$ cat config.mk
export PLATFORM = sky130hd
export DESIGN_NAME = led_hue_fade_frame_step_core
export DESIGN_NICKNAME = d
export VERILOG_FILES = /design/src/lhf_pkg.sv /design/src/lhf_div.sv /design/src/lhf_ctrl.sv /design/src/lhf_dp.sv /design/src/led_hue_fade_frame_step_core.sv
export SDC_FILE = /design/constraint.sdc
export NUM_CORES = 2
export LEC_CHECK = 0
export BUFFER_PORTS_ARGS = -buffer_cell sky130_fd_sc_hd__clkbuf_2
export CAP_MARGIN = 30
export CELL_PAD_IN_SITES_DETAIL_PLACEMENT = 1
export CELL_PAD_IN_SITES_GLOBAL_PLACEMENT = 1
export CORE_MARGIN = 4
export CORE_UTILIZATION = 45
export DETAILED_ROUTE_END_ITERATION = 7
export PLACE_DENSITY_LB_ADDON = 0.1
export SETUP_SLACK_MARGIN = 0.15
export SYNTH_ARGS = -nofsm -noshare
export SYNTH_HDL_FRONTEND = slang
export SYNTH_SLANG_ARGS = --single-unit
$ cat constraint.sdc
create_clock -name clk_i -period 9.4 [get_ports clk_i]
set_input_delay 0.94 -clock clk_i [delete_from_list [all_inputs] [get_ports clk_i]]
set_output_delay 0.94 -clock clk_i [all_outputs]
set_load 0.005 [all_outputs]
$ cat src/lhf_pkg.sv
`default_nettype none
package lhf_pkg;
  typedef enum logic [1:0] {
    ACT_FRAME    = 2'd0,
    ACT_FADE_IN  = 2'd1,
    ACT_FADE_OUT = 2'd2,
    ACT_RESET    = 2'd3
  } action_e;

  localparam logic [2:0] REG_FRAMES = 3'd0;
  localparam logic [2:0] REG_BHUE   = 3'd1;
  localparam logic [2:0] REG_BVAL   = 3'd2;
  localparam logic [2:0] REG_STEP   = 3'd3;
  localparam logic [2:0] REG_SPREAD = 3'd4;
  localparam logic [2:0] REG_BOUNCE = 3'd5;
  localparam logic [2:0] REG_SMOOTH = 3'd6;

  localparam int DivW = 24;

  typedef struct packed {
    logic load;
    logic div_start;
    logic div_sel;
    logic step_acc;
    logic step_fin;
  } cmd_t;

  typedef struct packed {
    logic div_busy;
    logic is_frame;
  } sts_t;
endpackage
`default_nettype wire

$ cat src/lhf_div.sv
`default_nettype none
module lhf_div import lhf_pkg::*; (
  input  wire logic            clk_i,
  input  wire logic            rst_ni,
  input  wire logic            start_i,
  input  wire logic [DivW-1:0] num_i,
  input  wire logic [15:0]     den_i,
  output logic                 busy_o,
  output logic [DivW-1:0]      quo_o,
  output logic [15:0]          rem_o
);
  logic [4:0]      cnt_q, cnt_d;
  logic [DivW-1:0] quo_q, quo_d;
  logic [16:0]     rem_q, rem_d;
  logic [15:0]     den_q, den_d;
  logic [16:0]     sh;

  always_comb begin
    cnt_d = cnt_q;
    quo_d = quo_q;
    rem_d = rem_q;
    den_d = den_q;
    sh = {rem_q[15:0], quo_q[DivW-1]};
    if (start_i) begin
      cnt_d = 5'(DivW);
      quo_d = num_i;
      rem_d = '0;
      den_d = den_i;
    end else if (cnt_q != '0) begin
      cnt_d = cnt_q - 5'd1;
      if (sh >= {1'b0, den_q}) begin
        rem_d = sh - {1'b0, den_q};
        quo_d = {quo_q[DivW-2:0], 1'b1};
      end else begin
        rem_d = sh;
        quo_d = {quo_q[DivW-2:0], 1'b0};
      end
    end
  end

  always_ff @(posedge clk_i or negedge rst_ni) begin
    if (!rst_ni) begin
      cnt_q <= '0;
    end else begin
      cnt_q <= cnt_d;
    end
  end

  always_ff @(posedge clk_i) begin
    quo_q <= quo_d;
    rem_q <= rem_d;
    den_q <= den_d;
  end

  assign busy_o = (cnt_q != '0);
  assign quo_o  = quo_q;
  assign rem_o  = rem_q[15:0];
endmodule
`default_nettype wire

$ cat src/lhf_ctrl.sv
`default_nettype none
module lhf_ctrl import lhf_pkg::*; (
  input  wire logic clk_i,
  input  wire logic rst_ni,
  input  wire logic in_valid_i,
  output logic      in_ready_o,
  output logic      out_valid_o,
  input  wire logic out_ready_i,
  input  wire sts_t sts_i,
  output cmd_t      cmd_o
);
  typedef enum logic [6:0] {
    S_IDLE  = 7'b0000001,
    S_LOAD  = 7'b0000010,
    S_DIV1  = 7'b0000100,
    S_WAIT1 = 7'b0001000,
    S_DIV2  = 7'b0010000,
    S_WAIT2 = 7'b0100000,
    S_OUT   = 7'b1000000
  } state_e;

  state_e state_q, state_d;

  always_comb begin
    state_d = state_q;
    cmd_o = '0;
    in_ready_o = (state_q == S_IDLE);
    out_valid_o = (state_q == S_OUT);
    case (state_q)
      S_IDLE: if (in_valid_i) begin
        cmd_o.load = 1'b1;
        state_d = S_LOAD;
      end
      S_LOAD: begin
        if (sts_i.is_frame) begin
          cmd_o.div_start = 1'b1;
          state_d = S_DIV1;
        end else begin
          state_d = S_IDLE;
        end
      end
      S_DIV1: state_d = S_WAIT1;
      S_WAIT1: if (!sts_i.div_busy) begin
        cmd_o.step_acc = 1'b1;
        state_d = S_DIV2;
      end
      S_DIV2: begin
        cmd_o.div_start = 1'b1;
        cmd_o.div_sel = 1'b1;
        state_d = S_WAIT2;
      end
      S_WAIT2: if (!sts_i.div_busy && !cmd_o.div_start) begin
        cmd_o.step_fin = 1'b1;
        state_d = S_OUT;
      end
      S_OUT: if (out_ready_i) state_d = S_IDLE;
      default: state_d = S_IDLE;
    endcase
  end

  always_ff @(posedge clk_i or negedge rst_ni) begin
    if (!rst_ni) begin
      state_q <= S_IDLE;
    end else begin
      state_q <= state_d;
    end
  end

  a_out_hold: assert property (@(posedge clk_i) disable iff (!rst_ni)
    out_valid_o && !out_ready_i |=> out_valid_o) else $error("result dropped");
  a_excl: assert property (@(posedge clk_i) disable iff (!rst_ni)
    !(in_ready_o && out_valid_o)) else $error("ready while result pending");
  a_fin: assert property (@(posedge clk_i) disable iff (!rst_ni)
    cmd_o.step_fin |=> out_valid_o) else $error("no result after finish");
endmodule
`default_nettype wire

$ cat src/lhf_dp.sv
`default_nettype none
module lhf_dp import lhf_pkg::*; (
  input  wire logic        clk_i,
  input  wire logic        rst_ni,
  input  wire cmd_t        cmd_i,
  output sts_t             sts_o,
  input  wire logic [49:0] in_data_i,
  input  wire logic        cfg_we_i,
  input  wire logic [2:0]  cfg_idx_i,
  input  wire logic [15:0] cfg_data_i,
  output logic [39:0]      out_data_o
);
  logic [15:0] fpl_q;
  logic [7:0]  bhue_q, bval_q, step_q, spread_q;
  logic        bounce_q, smooth_q;
  logic [7:0]  held_q, acc_q;
  logic [15:0] rem_q, fit_q, fil_q, fot_q, fol_q;
  logic [1:0]  act_q;
  logic [15:0] now_q, prev_q, el_q;
  logic [15:0] period_q;
  logic [7:0]  bri;

  logic            div_busy;
  logic [DivW-1:0] div_q, div_num;
  logic [15:0]     div_r, div_den;
  logic [15:0]     per_c, el_c;
  logic [32:0]     per3;
  logic [16:0]     rsum;
  logic [7:0]      acc_n, half, h3, hue_n;
  logic [15:0]     fil_n, fol_n;
  logic [23:0]     env_num;
  logic [15:0]     env_den;
  logic            env_zero;
  logic [7:0]      env_direct;

  // fpl / 3 via reciprocal, exact over the full 16-bit range
  assign per3 = 33'(fpl_q) * 33'd43691;
  always_comb begin
    if (bounce_q) per_c = per3[32:17];
    else per_c = {2'b00, fpl_q[15:2]};
    if (per_c == '0) per_c = 16'd1;
    if (now_q > prev_q) el_c = now_q - prev_q;
    else el_c = now_q + fpl_q - prev_q;
  end

  assign rsum = {1'b0, rem_q} + {1'b0, div_r};
  assign div_num = cmd_i.div_sel ? DivW'(rem_q) : DivW'(step_q * el_c);
  assign div_den = cmd_i.div_sel ? period_q : per_c;

  lhf_div u_div (
    .clk_i, .rst_ni, .start_i(cmd_i.div_start), .num_i(div_num), .den_i(div_den),
    .busy_o(div_busy), .quo_o(div_q), .rem_o(div_r)
  );

  assign acc_n = acc_q + div_q[7:0];
  assign hue_n = bhue_q + acc_n;
  assign fil_n = (el_q < fil_q) ? fil_q - el_q : '0;
  assign fol_n = (el_q < fol_q) ? fol_q - el_q : '0;

  always_comb begin
    env_zero = 1'b0;
    env_direct = bval_q;
    env_num = '0;
    env_den = 16'd1;
    if (fil_n != '0) begin
      env_num = 24'(fit_q - fil_n) * 24'd255;
      env_den = fit_q;
      env_zero = (fit_q == '0);
    end else if (fol_n != '0) begin
      env_num = 24'(fol_n) * 24'd255;
      env_den = fot_q;
      env_zero = (fot_q == '0);
    end else if (fot_q != '0) begin
      env_zero = 1'b1;
    end else begin
      env_den = '0;
    end
  end

  logic [15:0] env_d_q;
  logic        env_z_q, env_b_q;
  logic [4:0]  ecnt_q;
  logic [23:0] eq_q;
  logic [16:0] er_q, esh;

  assign esh = {er_q[15:0], eq_q[23]};

  always_ff @(posedge clk_i) begin
    if (cmd_i.step_acc) begin
      env_d_q <= env_den;
      env_z_q <= env_zero;
      env_b_q <= (env_den == '0);
      eq_q <= env_num;
      er_q <= '0;
      ecnt_q <= 5'd24;
    end else if (ecnt_q != '0) begin
      ecnt_q <= ecnt_q - 5'd1;
      if (esh >= {1'b0, env_d_q}) begin
        er_q <= esh - {1'b0, env_d_q};
        eq_q <= {eq_q[22:0], 1'b1};
      end else begin
        er_q <= esh;
        eq_q <= {eq_q[22:0], 1'b0};
      end
    end
  end

  always_ff @(posedge clk_i or negedge rst_ni) begin
    if (!rst_ni) begin
      fpl_q <= 16'd64; bhue_q <= '0; bval_q <= 8'd255; step_q <= '0;
      spread_q <= '0; bounce_q <= 1'b0; smooth_q <= 1'b0;
      held_q <= '0; acc_q <= '0; rem_q <= '0;
      fit_q <= '0; fil_q <= '0; fot_q <= '0; fol_q <= '0;
    end else begin
      if (cfg_we_i) begin
        case (cfg_idx_i)
          REG_FRAMES: fpl_q <= cfg_data_i;
          REG_BHUE:   bhue_q <= cfg_data_i[7:0];
          REG_BVAL:   bval_q <= cfg_data_i[7:0];
          REG_STEP:   step_q <= cfg_data_i[7:0];
          REG_SPREAD: spread_q <= cfg_data_i[7:0];
          REG_BOUNCE: bounce_q <= cfg_data_i[0];
          REG_SMOOTH: smooth_q <= cfg_data_i[0];
          default: ;
        endcase
      end
      if (cmd_i.load) begin
        case (action_e'(in_data_i[1:0]))
          ACT_FADE_IN:  begin fit_q <= in_data_i[49:34]; fil_q <= in_data_i[49:34]; end
          ACT_FADE_OUT: begin fot_q <= in_data_i[49:34]; fol_q <= in_data_i[49:34]; end
          ACT_RESET: begin fit_q <= '0; fil_q <= '0; fot_q <= '0; fol_q <= '0; end
          default: ;
        endcase
      end
      if (cmd_i.step_acc) begin
        acc_q <= acc_n;
        rem_q <= rsum[15:0];
        fil_q <= fil_n;
        fol_q <= fol_n;
      end
      if (cmd_i.step_fin) begin
        acc_q <= acc_n;
        rem_q <= div_r;
        if (smooth_q || (now_q[9:2] != prev_q[9:2])) held_q <= hue_n;
      end
    end
  end

  always_ff @(posedge clk_i) begin
    if (cmd_i.load) begin
      act_q <= in_data_i[1:0];
      now_q <= in_data_i[17:2];
      prev_q <= in_data_i[33:18];
    end
    if (cmd_i.div_start && !cmd_i.div_sel) begin
      el_q <= el_c;
      period_q <= per_c;
    end
  end

  assign bri = env_b_q ? env_direct : (env_z_q ? 8'd0 : eq_q[7:0]);
  assign half = {1'b0, spread_q[7:1]};
  assign h3 = 8'(3 * half);
  assign out_data_o = {bri, 8'(held_q - half), 8'(held_q + h3),
                       8'(held_q + half), 8'(held_q - h3)};
  assign sts_o.div_busy = div_busy;
  assign sts_o.is_frame = (action_e'(act_q) == ACT_FRAME);
endmodule
`default_nettype wire

$ cat src/led_hue_fade_frame_step_core.sv
// LED hue fade frame step.
// Input stream s_axis: one request per action (frame, fade in, fade out, reset fade);
// tuser carries the action, tdata the frame numbers and fade length.
// Output stream m_axis: one result per frame request, none for fade requests.
// Config: cfg_we_i/cfg_idx_i/cfg_data_i writes register cfg_idx_i; the user must write
// only while idle, the block does not enforce it. A frame request runs two 24-step
// restoring divisions on a shared serial divider, the second of which also overlaps
// the 24-step brightness divider. One request is in flight at a time; the next is
// accepted after the result is taken or, for a fade request, once it is loaded. A
// stalled result holds m_axis_tdata and tvalid. Reset clears state and loads register
// defaults (loop 64, base value 255).
`default_nettype none
module led_hue_fade_frame_step_core import lhf_pkg::*; (
  input  wire logic        clk_i,
  input  wire logic        rst_ni,
  input  wire logic        s_axis_tvalid,
  output logic             s_axis_tready,
  // action[1:0]
  input  wire logic [1:0]  s_axis_tuser,
  // frame_now[15:0], frame_prev[31:16], fade_length[47:32]
  input  wire logic [47:0] s_axis_tdata,
  output logic             m_axis_tvalid,
  input  wire logic        m_axis_tready,
  // hue_top_left, hue_top_right, hue_bottom_left, hue_bottom_right, brightness
  output logic [39:0]      m_axis_tdata,
  input  wire logic        cfg_we_i,
  input  wire logic [2:0]  cfg_idx_i,
  input  wire logic [15:0] cfg_data_i
);
  cmd_t cmd;
  sts_t sts;

  lhf_ctrl u_ctrl (
    .clk_i, .rst_ni, .in_valid_i(s_axis_tvalid), .in_ready_o(s_axis_tready),
    .out_valid_o(m_axis_tvalid), .out_ready_i(m_axis_tready), .sts_i(sts), .cmd_o(cmd)
  );

  lhf_dp u_dp (
    .clk_i, .rst_ni, .cmd_i(cmd), .sts_o(sts),
    .in_data_i({s_axis_tdata, s_axis_tuser}),
    .cfg_we_i, .cfg_idx_i, .cfg_data_i, .out_data_o(m_axis_tdata)
  );
endmodule
`default_nettype wire

After elaboration in Yosys (flattened, before gate mapping). Cells that the tools add are included.

Bits in latches: 0. Output and inout port bits: 42. Bits in registers: 343. RAM bits: 0. Memories: 0. ROM bits: 0. Logic and storage cells: 164. Input bits: 74.

Shift-type cells: 0. Muxes and demuxes: 51. Bitwise gates (word level): 0. Reduce and logical (&&, ||, !) cells: 35. Multipliers: 5. $add $sub $neg: 17. Eq/ne operators: 21. Div/mod/pow operators: 0. Magnitude comparators: 5.

Operators by type and width (number): two-way mux 16 bit (15); two-way mux 24 bit (7); subtractor 16 bit (6); logical NOT 16 bit (4); one-hot mux 16 bit (2 select lines) (2); one-hot mux 7 bit (7 select lines) (1); nonzero test 16 bit (3); >= comparator 17 x 16 -> 1 bit (2); adder 16 bit (2); less-than comparator 16 bit (2); multiplier 16 x 16 -> 32 bit, second input constant (1); two-way mux 8 bit (4); two-way mux 7 bit (4); adder 8 bit (3); multiplier 16 x 8 -> 24 bit, second input constant (1); multiplier 24 x 8 -> 24 bit, second input constant (1); multiplier 8 x 16 -> 24 bit (1); AND reduction 2 bit (12); subtractor 16 x 16 -> 17 bit (1); greater-than comparator 16 bit (1); two-way mux 15 bit (1); two-way mux 1 bit (13); nonzero test 2 bit (6); two-way mux 5 bit (2); 30 further kinds (39).

Longest topological paths before layout.
Depth after elaboration: 6. Mapped depth: 40. Mapped depth without buffers: 40.

Hierarchy. From an unflattened synthesis, not the netlist that was laid out.

Cells, all modules: 3981. Area, all modules: 37040.5 um^2.

By module, submodules not included: lhf_dp (area each 33235.6 um^2, instances 1, cells an instance 3641, sequential area each 7273.2 um^2); lhf_div (area each 3368.2 um^2, instances 1, cells an instance 300, sequential area each 1646.6 um^2); lhf_ctrl (area each 436.7 um^2, instances 1, cells an instance 40, sequential area each 176.4 um^2).

Worst setup path after synthesis. OpenSTA, ideal clock, no wires.

Kind: register -> register. Start: reg u_dp.el_q[0]. End: reg u_dp.eq_q[22], data pin. Setup time: 267 ps. Arrival time: 7977 ps. Data required time: 9133 ps. Period minus slack after synthesis: 8244 ps. Stages on the path, launching flop included: 36. Path slack: 1156 ps. Path buffers: 1. Path through: edfxtp_1 ha_1 inv_1 fa_1 a21o_1 a31oi_1 o21ai_1 a41oi_1 a21oi_1 clkbuf_1 nand2_1 ha_1 o21a_1 o31a_1 o41a_1 a311oi_1 o31ai_1 a21oi_1 xor2_1 fa_1 fa_1 inv_1 fa_1 inv_1 fa_1 inv_1 ha_1 and3_1 a21oi_1 o21ai_0 o41ai_1 o21ai_0 xnor2_1 nor2_1 a31oi_1 o21ai_0.

Cells in the longest elaborated chain, start to end: 6. Elaborated cells on any way between the ends: 14. Classes of those cells: add/sub: 3; mul: 2; order compare: 2; mux: 5; reduce/logical: 2.

Ends and longest elaborated chain: start, declared (line lhf_dp.sv:19) `logic [15:0] now_q, prev_q, el_q;`; start signal, assigned (line lhf_dp.sv:156) `el_q <= el_c;`; subtractor 16 bit, or another cell as far along (line lhf_dp.sv:57) `assign fil_n = (el_q < fil_q) ? fil_q - el_q : '0;`; two-way mux 16 bit, on equally long branches (line lhf_dp.sv:57, lhf_dp.sv:58); subtractor 16 x 16 -> 17 bit, or another cell as far along (line lhf_dp.sv:66) `env_num = 24'(fit_q - fil_n) * 24'd255;`; multiplier 24 x 8 -> 24 bit / two-way mux 24 bit (equally long branches) (line lhf_dp.sv:66, lhf_dp.sv:69); two-way mux 24 bit * (line lhf_dp.sv:65) `if (fil_n != '0) begin`; two-way mux 24 bit * (line lhf_dp.sv:89) `if (cmd_i.step_acc) begin`; end signal, assigned (line lhf_dp.sv:93) `eq_q <= env_num;`; end signal, assigned (line lhf_dp.sv:100) `eq_q <= {eq_q[22:0], 1'b1};`; end signal, assigned (line lhf_dp.sv:103) `eq_q <= {eq_q[22:0], 1'b0};`; end, declared (line lhf_dp.sv:83) `logic [23:0] eq_q;`.

Mark *: on every way between the ends. The rest lies on a longest branch, timed or not. A chain may end at the register's enable or synchronous reset.

Worst setup path in the final report.
Start: reg u_dp.fil_q[0]. End: reg u_dp.eq_q[20], data pin.

Cells in the longest elaborated chain, start to end: 6. Elaborated cells on any way between the ends: 8. Classes of those cells: add/sub: 2; mul: 1; order compare: 1; mux: 3; reduce/logical: 1.

Ends and longest elaborated chain: start, declared (line lhf_dp.sv:17) `logic [15:0] rem_q, fit_q, fil_q, fot_q, fol_q;`; start signal, assigned (line lhf_dp.sv:129) `ACT_FADE_IN: begin fit_q <= in_data_i[49:34]; fil_q <= in_data_i[49:34]; end`; start signal, assigned (line lhf_dp.sv:138) `fil_q <= fil_n;`; subtractor 16 bit / less-than comparator 16 bit (equally long branches) (line lhf_dp.sv:57); two-way mux 16 bit * (line lhf_dp.sv:57); subtractor 16 x 16 -> 17 bit (line lhf_dp.sv:66); multiplier 24 x 8 -> 24 bit (line lhf_dp.sv:66); two-way mux 24 bit * (line lhf_dp.sv:65); two-way mux 24 bit * (line lhf_dp.sv:89).

Marked as above.

==> impl_metrics.env <==
export IMPL_status="finished, final reports clean"
export IMPL_drt_wl_total_um=107000
export IMPL_synth_cell_types=89
export IMPL_clock_root_buffer="clkbuf_16"
export IMPL_max_cap_violations=0
export IMPL_drtPass1Iterations=5
export IMPL_finalHoldViolations=0
export IMPL_maxSlewViolCount=0
export IMPL_synth_ff_type="dfrtp_1"
export IMPL_initial_core_util_pct=45.5
export IMPL_register_area_um2=9070
export IMPL_tns_ns=0
export IMPL_rsz0062_at_grt="true"
export IMPL_place_inst=5130
export IMPL_muxShareOfSynthArea_pct=1.96
export IMPL_crit_top_cell="inv_1"
export IMPL_synth_simple_gate_area_share_pct=12.6
export IMPL_synth_xor_xnor_area_share_pct=5.28
export IMPL_hold_path_class="in2async"
export IMPL_hold_buffers=0
export IMPL_grt_pass1_vias=30200
export IMPL_synth_area_per_cell_um2=9.17
export IMPL_slew_headroom_pct=35.0
export IMPL_fin_nets=4969
export IMPL_place_gp_congestion=0.867
export IMPL_syn_nets=4852
export IMPL_rows=104
export IMPL_die_h_um=294
export IMPL_die_area_um2=86400
export IMPL_worstPathRequired_ns=9.76
export IMPL_coreArea_um2=80800
export IMPL_initialDrtViolationCount=1325
export IMPL_io_pins=116
export IMPL_track_usage_pct=24.9
export IMPL_synth_compound_area_share_pct=14.4
export IMPL_numCtsBuffers=45
export IMPL_ys_ff_latch=340
export IMPL_end_kind="flop"
export IMPL_cts_tree="built"
export IMPL_critPathArrivalTime_ns=9.09
export IMPL_clk_latency_ns=0.62
export IMPL_dr_total_vias=28600
export IMPL_synth_top_area_cell="fa_1"
export IMPL_postRouteAntennaNets=0
export IMPL_synth_top_area_share_pct=18.0
export IMPL_cts_sinks=340
export IMPL_layout_worst_path_cycle_share_pct=92.8
export IMPL_synth_edf_count=146
export IMPL_critPathSlowestCell="fa_1"
export IMPL_cpPeakStageDelay_ns=0.54
export IMPL_grt_max_degree=89
export IMPL_layout_drive_gt1_share_pct=8.62
export IMPL_final_setup_skew_ns=0.0336
export IMPL_layout_commonest_cell="inv_1"
export IMPL_worstSetupPathType="reg2reg"
export IMPL_post_route_min_period_ns=8.73
export IMPL_fillers=9360
export IMPL_reg2reg_to="u_dp.eq_q[20]"
export IMPL_overflow=0
export IMPL_viasPerCell=5.47
export IMPL_synth_top_family_by_area="adder cells"
export IMPL_final_cell_mix="inv_1 (689), ha_1 (436), fa_1 (331)"
export IMPL_setup_violations=0
export IMPL_synth_area_top_cells="fa_1 (18%), ha_1 (15%), edfxtp_1 (12%), dfrtp_1 (10%), inv_1 (7.0%)"
export IMPL_synthAdderAreaFrac_pct=32.8
export IMPL_worstSetupStartpointType="flop"
export IMPL_cts_htree_levels=2
export IMPL_synth_warning_count=0
export IMPL_antenna_found_initial=4
export IMPL_reg2regPathDepth=38
export IMPL_crit_buf_inv=8
export IMPL_synth_seq_area_share_pct=24.6
export IMPL_dieWidth_um=294
export IMPL_drc=0
export IMPL_regToRegStartpoint="u_dp.fil_q[0]"
export IMPL_clk_pin_slew_ns=0.06
export IMPL_timing_fmax_ghz=0.115
export IMPL_grt_pass1_wl_um=170000
export IMPL_reg2reg_slack_ns=0.67
export IMPL_portBuffers=115
export IMPL_avgRoutedWirePerCell_um=20.5
export IMPL_path_max_fanout=8
export IMPL_ys_async_sr_fraction_pct=46.2
export IMPL_dp_hpwl_um=87100
export IMPL_clock_path_buffers=3
export IMPL_tightest_slew_ns=0.975
export IMPL_synthToLayoutAreaGrowth_pct=10.4
export IMPL_syn_inst=4011
export IMPL_final_cell_count_no_fill=5227
export IMPL_multiInputGateArea_um2=24800
export IMPL_syn_cell_area_um2=36800
export IMPL_cp_top_family="compound AO/OA/AOI/OAI gates"
## cell usage after synthesis, types with 75 or more instances
cell type,instances
inv_1,691
ha_1,436
fa_1,331
nand2_1,305
nor2_1,266
a21oi_1,218
o21ai_0,189
dfrtp_1,147
edfxtp_1,146
xnor2_1,144
a21o_1,96
clkbuf_1,87
and2_1,83
xor2_1,78
nand3_1,75
## logic make-up after synthesis
group / count (synthesis)
and+or+nand+nor: 982
muxes: 67
adders and majority gates: 767
DFF: 340
AOI/OAI and AO/OA: 832
buffers and inverters: 801
xor gates and xnor gates: 222
## routing by layer
metal	routed length, µm	share of wire, %	track usage [%]
met1	50700	47	35.4
met3	4550	4.3	3.28
met5	13	0.012	0
met2	49200	46	40.7
met4	2570	2.4	6.06
## per-stage QoR
stage	utilization [%]	area [µm²]	setup slack [ns]	hold WS [ns]
after floorplan	-	36800	1.16	0.426
after global placement	47.9	38700	0.376	0.440
after detailed placement	47.9	38700	0.176	0.458
after CTS	49.9	40300	0.266	0.181
after global routing	50.2	40600	0.129	0.215
final	50.3	40600	0.674	0.220
## worst max path at each step
stage / startpoint / end / slack (ns) / cells past startpoint
after floorplan: u_dp.el_q[0] / u_dp.eq_q[22] / 1.16 / 35
after global placement: u_dp.el_q[0] / u_dp.eq_q[22] / 0.38 / 37
after detailed placement: u_dp.el_q[0] / u_dp.eq_q[22] / 0.18 / 35
after CTS: u_dp.fil_q[0] / u_dp.eq_q[22] / 0.27 / 39
after global routing: u_dp.fil_q[0] / u_dp.eq_q[22] / 0.13 / 38
final: u_dp.fil_q[0] / u_dp.eq_q[20] / 0.67 / 38
## layout make-up
cell class,instances,area share (%)
multi-input combinational,2870,61.2
sequential,340,22.3
clock inverter,32,1.14
timing repair buffer,177,2.83
inverter,694,6.42
tap,1060,3.27
clock buffer,52,2.84
antenna,2,0.0123
## timing repair
action | in CTS | in global routing
gates resized for setup | 1 | 20
endpoints found under the setup margin | 1 | 8
pin swaps | 0 | 3
setup buffers | 0 | 7
Power is left out: the tool's default activity adds up to more than one toggle a clock period on the data nets, which glitch-free logic cannot reach.
